### src/sv/spd_pkg.sv
// Shared types and constants for the six-axis serial packet decoder.
// No dependencies; used by spd_ctrl, spd_dp and the top level.
`default_nettype none

package spd_pkg;

  localparam int AXES_DEF        = 6;
  localparam int KEY_NIBBLES_DEF = 3;
  localparam int AXES_MAX        = 6;
  localparam int NIB_SLOTS       = 24;
  localparam int BTN_BITS        = 12;
  localparam int POS_W           = 5;
  localparam int IDX_W           = 4;
  localparam int AXIS_W          = 16;
  localparam int OUT_DATA_W      = 120;

  localparam logic [7:0] CHAR_CR    = 8'h0d;
  localparam logic [7:0] TAG_MOTION = 8'h64;  // 'd'
  localparam logic [7:0] TAG_KEY    = 8'h6b;  // 'k'

  localparam logic [POS_W-1:0]  POS_EMPTY   = 5'd0;
  localparam logic [AXIS_W-1:0] AXIS_OFFSET = 16'h8000;

  localparam logic KIND_MOTION = 1'b0;
  localparam logic KIND_BUTTON = 1'b1;

  typedef struct packed {
    logic store_byte;   // non-CR byte: tag or nibble
    logic key_start;    // CR on a key line: latch new state and change mask
    logic line_clear;   // drop tag, position and nibbles
    logic load_motion;  // fill output register with a motion result
    logic load_key;     // fill output register with the lowest pending button change
  } ctrl_cmd_t;

  typedef struct packed {
    logic is_cr;
    logic tag_motion;
    logic tag_key;
    logic rem_zero;     // no button changes left
    logic rem_last;     // exactly one button change left
  } dp_stat_t;

endpackage

`default_nettype wire

### src/sv/spd_ctrl.sv
// Controller for the six-axis serial packet decoder: sequences line ends
// and result emission. Depends on spd_pkg.
`default_nettype none

module spd_ctrl (
  input  wire                 clk,
  input  wire                 rst_n,
  input  wire                 in_tvalid,
  output logic                in_tready,
  output logic                out_tvalid,
  input  wire                 out_tready,
  input  spd_pkg::dp_stat_t   stat,
  output spd_pkg::ctrl_cmd_t  cmd
);

  typedef enum logic [1:0] {
    S_IDLE,
    S_MOTION,
    S_KEYS
  } state_t;

  state_t state_r, state_nxt;
  logic   out_valid_r, out_valid_nxt;
  logic   slot_free;
  logic   in_acc;

  assign in_tready  = (state_r == S_IDLE);
  assign out_tvalid = out_valid_r;
  assign slot_free  = !out_valid_r || out_tready;
  assign in_acc     = in_tvalid && in_tready;

  always_comb begin
    state_nxt     = state_r;
    out_valid_nxt = out_valid_r && !out_tready;
    cmd           = '0;
    unique case (state_r)
      S_IDLE: begin
        if (in_acc) begin
          priority if (!stat.is_cr) begin
            cmd.store_byte = 1'b1;
          end else if (stat.tag_motion) begin
            state_nxt = S_MOTION;
          end else if (stat.tag_key) begin
            cmd.key_start  = 1'b1;
            cmd.line_clear = 1'b1;
            state_nxt      = S_KEYS;
          end else begin
            cmd.line_clear = 1'b1;
          end
        end
      end
      S_MOTION: begin
        if (slot_free) begin
          cmd.load_motion = 1'b1;
          cmd.line_clear  = 1'b1;
          out_valid_nxt   = 1'b1;
          state_nxt       = S_IDLE;
        end
      end
      S_KEYS: begin
        priority if (stat.rem_zero) begin
          state_nxt = S_IDLE;
        end else if (slot_free) begin
          cmd.load_key  = 1'b1;
          out_valid_nxt = 1'b1;
          if (stat.rem_last) begin
            state_nxt = S_IDLE;
          end
        end
      end
      default: begin
        state_nxt = S_IDLE;
      end
    endcase
  end

  always_ff @(posedge clk) begin
    if (!rst_n) begin
      state_r     <= S_IDLE;
      out_valid_r <= 1'b0;
    end else begin
      state_r     <= state_nxt;
      out_valid_r <= out_valid_nxt;
    end
  end

endmodule

`default_nettype wire

### src/sv/spd_dp.sv
// Datapath for the six-axis serial packet decoder: line buffer, button
// state, change scan and the output register. Depends on spd_pkg.
`default_nettype none

module spd_dp #(
  parameter int AXES        = spd_pkg::AXES_DEF,
  parameter int KEY_NIBBLES = spd_pkg::KEY_NIBBLES_DEF
) (
  input  wire                           clk,
  input  wire                           rst_n,
  input  wire  [7:0]                    rx_byte,
  input  spd_pkg::ctrl_cmd_t            cmd,
  output spd_pkg::dp_stat_t             stat,
  output logic                          event_kind,
  output logic [spd_pkg::AXIS_W-1:0]    axis_out [spd_pkg::AXES_MAX],
  output logic [spd_pkg::IDX_W-1:0]     button_index,
  output logic                          button_down,
  output logic [spd_pkg::BTN_BITS-1:0]  buttons_before_toggle,
  output logic                          last
);

  // only the nibbles that some result reads are stored
  localparam int NIB_DEPTH = (AXES * 4 > KEY_NIBBLES) ? AXES * 4 : KEY_NIBBLES;
  localparam int POS_W     = spd_pkg::POS_W;
  localparam int BTN_BITS  = spd_pkg::BTN_BITS;
  localparam logic [POS_W-1:0] POS_LIMIT = POS_W'(spd_pkg::NIB_SLOTS);

  logic [POS_W-1:0]    pos_r;
  logic [7:0]          tag_r;
  logic [3:0]          nib_r [NIB_DEPTH];
  logic [BTN_BITS-1:0] held_r, prev_r, st_r, rem_r;

  logic [spd_pkg::NIB_SLOTS*4-1:0] nib_flat;
  logic [31:0]                     key_word;
  logic [BTN_BITS-1:0]             key_state;
  logic [BTN_BITS-1:0]             low_onehot;
  logic [spd_pkg::IDX_W-1:0]       low_idx;
  logic [POS_W-1:0]                wr_slot;
  logic                            line_open;

  assign line_open = (pos_r != spd_pkg::POS_EMPTY);
  assign wr_slot   = pos_r - POS_W'(1);

  always_comb begin
    nib_flat = '0;
    for (int k = 0; k < NIB_DEPTH; k++) begin
      nib_flat[4*k +: 4] = nib_r[k];
    end
  end

  always_comb begin
    key_word = '0;
    for (int i = 0; i < 8; i++) begin
      if (i < KEY_NIBBLES) begin
        key_word[4*i +: 4] = nib_flat[4*i +: 4];
      end
    end
  end
  assign key_state = key_word[BTN_BITS-1:0];

  // lowest pending change bit
  assign low_onehot = rem_r & (~rem_r + BTN_BITS'(1));
  always_comb begin
    low_idx = '0;
    for (int i = BTN_BITS - 1; i >= 0; i--) begin
      if (rem_r[i]) begin
        low_idx = spd_pkg::IDX_W'(i);
      end
    end
  end

  assign stat.is_cr      = (rx_byte == spd_pkg::CHAR_CR);
  assign stat.tag_motion = line_open && (tag_r == spd_pkg::TAG_MOTION);
  assign stat.tag_key    = line_open && (tag_r == spd_pkg::TAG_KEY);
  assign stat.rem_zero   = (rem_r == '0);
  assign stat.rem_last   = !stat.rem_zero && ((rem_r & ~low_onehot) == '0);

  // line buffer
  always_ff @(posedge clk) begin
    if (!rst_n || cmd.line_clear) begin
      pos_r <= spd_pkg::POS_EMPTY;
      tag_r <= '0;
      for (int k = 0; k < NIB_DEPTH; k++) begin
        nib_r[k] <= '0;
      end
    end else if (cmd.store_byte) begin
      if (!line_open) begin
        tag_r <= rx_byte;
        pos_r <= POS_W'(1);
      end else if (pos_r <= POS_LIMIT) begin
        for (int k = 0; k < NIB_DEPTH; k++) begin
          if (wr_slot == POS_W'(k)) begin
            nib_r[k] <= rx_byte[3:0];
          end
        end
        pos_r <= pos_r + POS_W'(1);
      end
    end
  end

  // button state and change scan
  always_ff @(posedge clk) begin
    if (!rst_n) begin
      held_r <= '0;
      rem_r  <= '0;
    end else if (cmd.key_start) begin
      held_r <= key_state;
      rem_r  <= key_state ^ held_r;
    end else if (cmd.load_key) begin
      rem_r <= rem_r & ~low_onehot;
    end
  end

  always_ff @(posedge clk) begin
    if (cmd.key_start) begin
      prev_r <= held_r;
      st_r   <= key_state;
    end
  end

  // output register
  always_ff @(posedge clk) begin
    if (cmd.load_motion) begin
      event_kind            <= spd_pkg::KIND_MOTION;
      button_index          <= '0;
      button_down           <= 1'b0;
      buttons_before_toggle <= '0;
      last                  <= 1'b1;
      for (int a = 0; a < spd_pkg::AXES_MAX; a++) begin
        if (a < AXES) begin
          // four nibbles, most significant first, minus 32768
          axis_out[a] <= nib_flat[16*a +: 16] == 16'h0 ? spd_pkg::AXIS_OFFSET :
                         {nib_flat[16*a +: 4], nib_flat[16*a+4 +: 4],
                          nib_flat[16*a+8 +: 4], nib_flat[16*a+12 +: 4]}
                         ^ spd_pkg::AXIS_OFFSET;
        end else begin
          axis_out[a] <= '0;
        end
      end
    end else if (cmd.load_key) begin
      event_kind            <= spd_pkg::KIND_BUTTON;
      button_index          <= low_idx;
      button_down           <= ((st_r & low_onehot) != '0);
      buttons_before_toggle <= prev_r ^ low_onehot;
      last                  <= stat.rem_last;
      for (int a = 0; a < spd_pkg::AXES_MAX; a++) begin
        axis_out[a] <= '0;
      end
    end
  end

endmodule

`default_nettype wire

### src/sv/six_axis_serial_packet_decoder.sv
// Six-axis serial packet decoder top level: byte stream in, motion and button events out.
// A carriage return on a motion or key line enters S_MOTION or S_KEYS, where each result
// waits for a free output register. Throughput: one byte per cycle while a line fills;
// a motion or key line end holds the input until its results are out, set by the single
// output register and the one-change-per-cycle scan, which waits on a full output.
// Reset (rst_n low, synchronous) empties the line buffer, button state and output.
`default_nettype none

module six_axis_serial_packet_decoder #(
  parameter int AXES        = spd_pkg::AXES_DEF,
  parameter int KEY_NIBBLES = spd_pkg::KEY_NIBBLES_DEF
) (
  input  wire         clk,
  input  wire         rst_n,
  input  wire         in_tvalid,
  output logic        in_tready,
  input  wire  [7:0]  in_tdata,   // [7:0] rx_byte
  output logic        out_tvalid,
  input  wire         out_tready,
  // [15:0] trans_x, [31:16] trans_y, [47:32] trans_z, [63:48] rot_x, [79:64] rot_y,
  // [95:80] rot_z, [99:96] button_index, [100] button_down,
  // [112:101] buttons_before_toggle, [119:113] zero
  output logic [spd_pkg::OUT_DATA_W-1:0] out_tdata,
  output logic [0:0]  out_tuser,  // [0] event_kind
  output logic        out_tlast   // last
);

  spd_pkg::ctrl_cmd_t cmd;
  spd_pkg::dp_stat_t  stat;

  logic                         event_kind;
  logic [spd_pkg::AXIS_W-1:0]   axis_out [spd_pkg::AXES_MAX];
  logic [spd_pkg::IDX_W-1:0]    button_index;
  logic                         button_down;
  logic [spd_pkg::BTN_BITS-1:0] buttons_before_toggle;
  logic                         last;

  spd_ctrl u_ctrl (
    .clk        (clk),
    .rst_n      (rst_n),
    .in_tvalid  (in_tvalid),
    .in_tready  (in_tready),
    .out_tvalid (out_tvalid),
    .out_tready (out_tready),
    .stat       (stat),
    .cmd        (cmd)
  );

  spd_dp #(
    .AXES        (AXES),
    .KEY_NIBBLES (KEY_NIBBLES)
  ) u_dp (
    .clk                   (clk),
    .rst_n                 (rst_n),
    .rx_byte               (in_tdata),
    .cmd                   (cmd),
    .stat                  (stat),
    .event_kind            (event_kind),
    .axis_out              (axis_out),
    .button_index          (button_index),
    .button_down           (button_down),
    .buttons_before_toggle (buttons_before_toggle),
    .last                  (last)
  );

  assign out_tdata = {7'd0, buttons_before_toggle, button_down, button_index,
                      axis_out[5], axis_out[4], axis_out[3],
                      axis_out[2], axis_out[1], axis_out[0]};
  assign out_tuser = event_kind;
  assign out_tlast = last;

  // input is only taken once every pending button change has gone out
  a_idle_no_pending: assert property (@(posedge clk) disable iff (!rst_n)
    in_tready |-> stat.rem_zero)
    else $error("input ready with button changes pending");

  a_motion_single: assert property (@(posedge clk) disable iff (!rst_n)
    out_tvalid && (out_tuser[0] == spd_pkg::KIND_MOTION) |-> out_tlast)
    else $error("motion result not marked last");

  a_button_range: assert property (@(posedge clk) disable iff (!rst_n)
    out_tvalid && (out_tuser[0] == spd_pkg::KIND_BUTTON) |->
      (button_index < spd_pkg::IDX_W'(spd_pkg::BTN_BITS)) &&
      (button_down == buttons_before_toggle[button_index]))
    else $error("button result inconsistent");

  a_load_exclusive: assert property (@(posedge clk) disable iff (!rst_n)
    !(cmd.load_key && cmd.load_motion) && !(cmd.store_byte && cmd.line_clear))
    else $error("conflicting datapath commands");

endmodule

`default_nettype wire
### config.mk
export PLATFORM = sky130hd
export DESIGN_NAME = six_axis_serial_packet_decoder
export DESIGN_NICKNAME = d
export VERILOG_FILES = /design/src/sv/spd_pkg.sv /design/src/sv/spd_ctrl.sv /design/src/sv/spd_dp.sv /design/src/sv/six_axis_serial_packet_decoder.sv
export SDC_FILE = /design/constraint.sdc
export NUM_CORES = 1
export LEC_CHECK = 0
export BUFFER_PORTS_ARGS = -buffer_cell sky130_fd_sc_hd__buf_2
export CAP_MARGIN = 10
export CORE_MARGIN = 2
export CORE_UTILIZATION = 54
export CTS_BUF_LIST = sky130_fd_sc_hd__clkbuf_8
export DETAILED_ROUTE_END_ITERATION = 16
export PLACE_DENSITY = 0.78
export SLEW_MARGIN = 5
export SYNTH_ARGS = -nofsm -noshare
export SYNTH_HDL_FRONTEND = slang
export SYNTH_SLANG_ARGS = --single-unit
### constraint.sdc
create_clock -name clk -period 3.8 [get_ports clk]
set_input_delay 0 -clock clk [delete_from_list [all_inputs] [get_ports clk]]
set_output_delay 0 -clock clk [all_outputs]
set_load 0.01 [all_outputs]
; After elaboration in Yosys (flattened, before gate mapping)
; Memories as Yosys holds them, arrays and structs flattened.
; Cells that the tools add are included.
; W data, S select, Z words.
[word_totals]
mem_bits_rw = 96
inputBits = 12
word_cells = 343
mem_count = 1
ff_bits = 179
out_inout_bits = 124
[mem_list]
columns = name, depth, word_bits, read_ports, rd_clocked_by_memory_dff, write_ports, line_no
row1 = u_dp.nib_r, 24, 4, 24, 0, 24, spd_dp.sv:30  ; logic [3:0] nib_r [NIB_DEPTH];
[classes]
addsub = 3
n_eq_ne = 35
n_mux = 218
order_cmp = 1
n_reduce_logical = 28
bitwise_logic = 38
[op_table]
columns = cell, count
row1 = $mux W96, 2
row2 = $mux W1, 154
row3 = $mux W4, 36
row4 = $logic_not A16 Y1, 6
row5 = $mux W16, 6
row6 = $eq A5 B4 Y1 const B, 8
row7 = $eq A5 B5 Y1 const B, 8
row8 = $and A12 B12 Y12, 3
row9 = $logic_not A12 Y1, 2
row10 = $mux W12, 2
row11 = $mux W2, 12
row12 = $not A12 Y12, 2
row13 = $or A1 B1 Y1, 24
row14 = $xor A12 B12 Y12, 2
row15 = $eq A5 B3 Y1 const B, 4
row16 = $eq A8 B7 Y1 const B, 2
row17 = $add A12 B1 Y12 const B, 1
row18 = $reduce_bool A12 Y1, 1
row19 = $eq A5 B2 Y1 const B, 2
row20 = $mux W5, 2
row21 = $eq A8 B4 Y1 const B, 1
row22 = $not A1 Y1, 7
row23 = $ne A2 B2 Y1 const B, 3
row24 = $pmux W2 S3, 1
row25 = 21 further kinds, 32

; Logic depth before layout (Yosys ltp)
[depth]
word_depth = 12
depth_mapped = 11
ltp_nobuf = 8

; Modules after synthesis
; Synthesis repeated with hierarchy kept, for this count alone.
[hier_totals]
cells_unflattened = 888
area_unflattened_um2 = 11210.8
[by_module_without_submodules]
columns = mod, area_per_inst_um2, cells_each, seq_area_each_um2, n_inst
row1 = spd_dp, 10874.2, 846, 7607.3, 1
row2 = spd_ctrl, 272.8, 33, 60.1, 1
row3 = six_axis_serial_packet_decoder, 63.8, 9, 0.0, 1

; Worst setup path before layout
; Ideal clock, no wire load.
[synth_path]
path_kind = register -> register
start = register u_dp.rem_r[2]
end = register u_dp.axis_out[0] (netlist bit) (enable)
path_stages_with_launch = 7
required_ps = 3123
setup_ps = 677
setup_slack_ps = 204
n_path_buf = 1
arrival_ps = 2919
path_cell_list = dfxtp_1 -> clkbuf_1 -> nor4_2 -> nand3_1 -> and2_1 -> o21ai_0 -> inv_1
[synth_between]
elab_chain_cells = 4
[synth_lines]
columns = item, line_no
row1 = "start, declared", spd_dp.sv:31  ; logic [BTN_BITS-1:0] held_r, prev_r, st_r, rem_r;
row2 = "start signal, assigned", spd_dp.sv:108  ; rem_r <= key_state ^ held_r;
row3 = "start signal, assigned", spd_dp.sv:110  ; rem_r <= rem_r & ~low_onehot;
row4 = $logic_not A12 Y1, spd_dp.sv:75  ; assign stat.rem_zero = (rem_r == '0);
row5 = $mux W1, spd_ctrl.sv:61  ; priority if (stat.rem_zero) begin
row6 = $mux W1, spd_ctrl.sv:36  ; unique case (state_r)
row7 = $reduce_bool A2 Y1 (no line), n/a
row8 = "end signal, assigned by index", spd_dp.sv:132  ; axis_out[a] <= nib_flat[16*a +: 16] == 16'h0 ? spd_pkg::AXIS_OFFSET :
row9 = "end, declared", spd_dp.sv:15  ; output logic [spd_pkg::AXIS_W-1:0] axis_out [spd_pkg::AXES_MAX],
; No other way between the ends.
; A chain may end at the register's enable or synchronous reset.

==> parameters.txt <==
Parameter                              Value

Run status
  Result of the run    finished, final reports clean

Placed design
  Port-buffer cells    128
  Place WS    0.515 ns
  Cell count after placement    1,269
  Post-DP Area    0.0121 mm2
  Final weighted congestion in routability-driven placement    0.859
  Detail Placement HPWL    15,600 um

Logic synthesis
  Count of yosys warnings during synthesis    0
  Most used flip-flop cell after synthesis    sky130_fd_sc_hd__edfxtp_1
  Flip-flop and latch count after synthesis    275
  Number of distinct library cells after synthesis    65
  Number of enable flip-flop cells after synthesis    216
  Async set-reset flop share out of synthesis    0%
  Portion of the post-synthesis area used by sequential elements    68.3%
  Syn avg cell area    12.5 um2
  Synth Cell Area    0.0112 mm2
  Post-Synthesis Cells    901

Min path
  Hold crit path type    primary input to flip-flop

STA
  Number of hold-slack violations in the final timing report    0
  Post-route fraction of the period consumed by the critical path    89.1%
  Number of endpoints failing setup at the final stage    0
  Highest clock rate    0.295 GHz
  Minimum clock period    3.39 ns
  Final sum of negative setup slack    0 ns
  Fin worst setup slack    0.415 ns
  Clock tree skew after final layout    0.0185 ns
  Slew headroom    43.2%
  Setup repair after global routing missed its margin    false
  Pins over their slew limit    0
  Slew at the pin with the worst max-slew slack    0.853 ns

Drt
  Drc violations    0
  Post-route ant nets    0
  Pre-antenna DRT Iters    5
  Final wirelength    23,600 um
  Ratio of routed vias to standard cells    5.42
  Average wire per standard cell    17.3 um
  Vias after detailed routing    7,379
  Violation count after the first detailed-route iteration    529

Clock network
  Clock net sink count    275
  Clock tree from TritonCTS    built
  Number of gates given a new drive strength after cts    0
  Clock Latency Late Sink    0.54 ns
  Root buffer cell    sky130_fd_sc_hd__clkbuf_8
  Number of setup buffers added after CTS    0
  Buffers from clock root to sink, at most    3
  Number of levels the H-tree was split into    2
  Number of buffers inserted during clock tree synthesis    44
  Clock-pin slew reported for the worst setup and hold paths after clock tree synthesis    0.06 ns
  Number of hold-repair buffers added at the cts stage    9

Worst setup path
  Sort of element at the start of the critical path    flip-flop
  Family with the most delay on the worst path    simple AND/OR/NAND/NOR gates
  Critical path capture point type    flip-flop
  Worst stage delay on the critical path    0.61 ns
  Class of the most critical setup path    flip-flop to flip-flop
  Sequence of cells on the critical path    inv_1 > ha_1 > or4b_1 > and3_4 > or3_1 > and3_1 > nand2_1 > buf_4 > nor2_1
  Data required time at the worst endpoint    4.07 ns
  Data arrival at the endpoint of the critical path    3.66 ns
  Buffer and inverter count on the worst path    2
  Critical-path cell with the highest stage delay    sky130_fd_sc_hd__or4b_1
  Critical-path maximum fanout    15

Global routing
  Wire length of the first global-routing pass    37,100 um
  Total routing resource utilization after global routing    21.5%
  Via count of the first global-routing pass    7,239
  Leftover overflow at the end of global routing    0
  Global routing met3 resource utilization    3.74%
  Top Usage Layer GRT    met2
  Grt met1 use    27.9%
  Largest net degree at the start of global routing    97
  Initial antenna violation count    1
  Met2 global-route usage    36.6%

Pwr
  Leakage power total    5.46 nW
  P per Cell Area    461 mW/mm2
  Worst ir drop on vdd    0.315 mV

Die
  Starting density of the core    55.3%
  Number of placement rows    52
  # IOs    136
  Total die area    0.0220 mm2
  Floorplan die width    148 um
  DIE HEIGHT    148 um
  Core outline area    0.0203 mm2

Layout
  Final std cell area, no fill    0.0131 mm2
  Fraction of layout cells with a size suffix above 1    20.1%
  Final Instance Count excl. Fillers    1,361
  Nets    1,075
  P&R area growth vs syn    16.8%

Run
  Max-cap violations    0
-- stage by stage --
step | utilization [%] | power, mW | hold slack (ns)
after floorplan | - | 3.47 | 0.147
after global placement | 59.7 | 3.52 | 0.255
after detailed placement | 59.7 | 3.53 | 0.269
after CTS | 64.6 | 6.10 | 0.0276
after global routing | 64.6 | 6.25 | 0.0845
final | 64.6 | 6.05 | 0.0669
-- layout by cell type (no fill, tap or decap), drive strengths merged, types with 5 or more instances in the layout --
cell	synthesis	final
edfxtp	216	216
buf	24	146
nor2	122	122
and2	98	98
nand2	77	77
dfxtp	59	59
clkbuf	30	51
nor4	30	30
nand3	29	29
o21ai	25	25
inv	14	24
clkinv	0	18
a21oi	17	17
xor2	16	16
a21boi	14	14
xnor2	13	13
a211oi	13	13
ha	9	9
dlygate4sd3	0	9
conb	1	7
and3	7	7
nor2b	6	6
and4	6	6
mux2i	6	6
nand3b	5	5
a21o	5	5
a31oi	5	5
nand4	5	5
-- metal layers --
metal / part of all wire (%) / vias to the layer above
met5: 0 / -
met4: 2.2 / 0
met3: 5.8 / 42
met2: 50 / 274
met1: 42 / 3541
li1: - / 3522
-- flip-flops by register name, indices dropped and copies added, names as in the netlist --
name	count
u_dp.buttons_before_toggle	12
u_dp.button_index	4
u_dp.held_r	12
u_dp.axis_out	96
u_dp.event_kind	1
u_dp.last	1
u_ctrl.state_r	2
u_dp.button_down	1
u_dp.pos_r	5
u_dp.tag_r	8
u_dp.nib_r	96
u_dp.rem_r	12
u_dp.st_r	12
u_dp.prev_r	12
u_ctrl.out_tvalid	1
-- cells in the mapped netlist (8+ instances only) --
master,instances,share of area (%)
sky130_fd_sc_hd__edfxtp_1,216,58
sky130_fd_sc_hd__nor2_1,122,4.1
sky130_fd_sc_hd__and2_1,98,5.5
sky130_fd_sc_hd__nand2_1,76,2.5
sky130_fd_sc_hd__dfxtp_1,59,11
sky130_fd_sc_hd__clkbuf_1,30,1.0
sky130_fd_sc_hd__nand3_1,29,1.3
sky130_fd_sc_hd__nor4_1,28,1.6
sky130_fd_sc_hd__o21ai_0,19,0.85
sky130_fd_sc_hd__a21oi_1,17,0.76
sky130_fd_sc_hd__xor2_1,16,1.2
sky130_fd_sc_hd__buf_2,13,0.58
sky130_fd_sc_hd__inv_1,13,0.43
sky130_fd_sc_hd__xnor2_1,13,1.0
sky130_fd_sc_hd__a211oi_1,12,0.80
sky130_fd_sc_hd__a21boi_1,9,0.60
sky130_fd_sc_hd__ha_1,9,1.0
sky130_fd_sc_hd__buf_4,8,0.53
-- cell families after synthesis --
kind of cell / share of synthesized area (%)
AOI/OAI and AO/OA: 6.47
xor gates and xnor gates: 2.26
adders and majority gates: 1.09
buffers and inverters: 2.89
DFF: 68.3
muxes: 0.535
other: 0.0334
and+or+nand+nor: 18.4
-- worst min-delay path: cells and delay by family --
| kind | cells | cell delay [ns] |
|---|---|---|
| and+or+nand+nor | 1 | 0.32 |
| AOI/OAI and AO/OA | 1 | 0.11 |
| buffers and inverters | 1 | 0.12 |
-- layout make-up --
cell class | instances | area [um2]
Tap cell | 270 | 338
Timing Repair Buffer | 155 | 878
Sequential cell | 275 | 7670
Clock inverter | 31 | 211
Clock buffer | 51 | 702
Fill cell | 1543 | 7180
Antenna cell | 1 | 2.50
Inverter | 14 | 53.8
Multi-Input combinational cell | 564 | 3260
-- report_power, final --
| group | internal [mW] | total, mW | switching (mW) |
|---|---|---|---|
| logic | 0.0538 | 0.163 | 0.110 |
| registers | 3.28 | 3.32 | 0.0399 |
| clock network | 1.44 | 2.57 | 1.14 |
-- path summary, 6_finish.rpt --
check             slack, ns                    to  depth (start not counted)                  from
setup / recovery       0.41     u_dp.nib_r[0][20]                          9         u_dp.pos_r[0]
hold / removal         0.07         u_dp.tag_r[0]                          3           in_tdata[0]
setup reg to reg       0.41     u_dp.nib_r[0][20]                          9         u_dp.pos_r[0]
hold reg to reg        0.45  u_dp.button_index[1]                          2  u_dp.button_index[1]
Note: power is estimated with default switching activity, not from simulation.
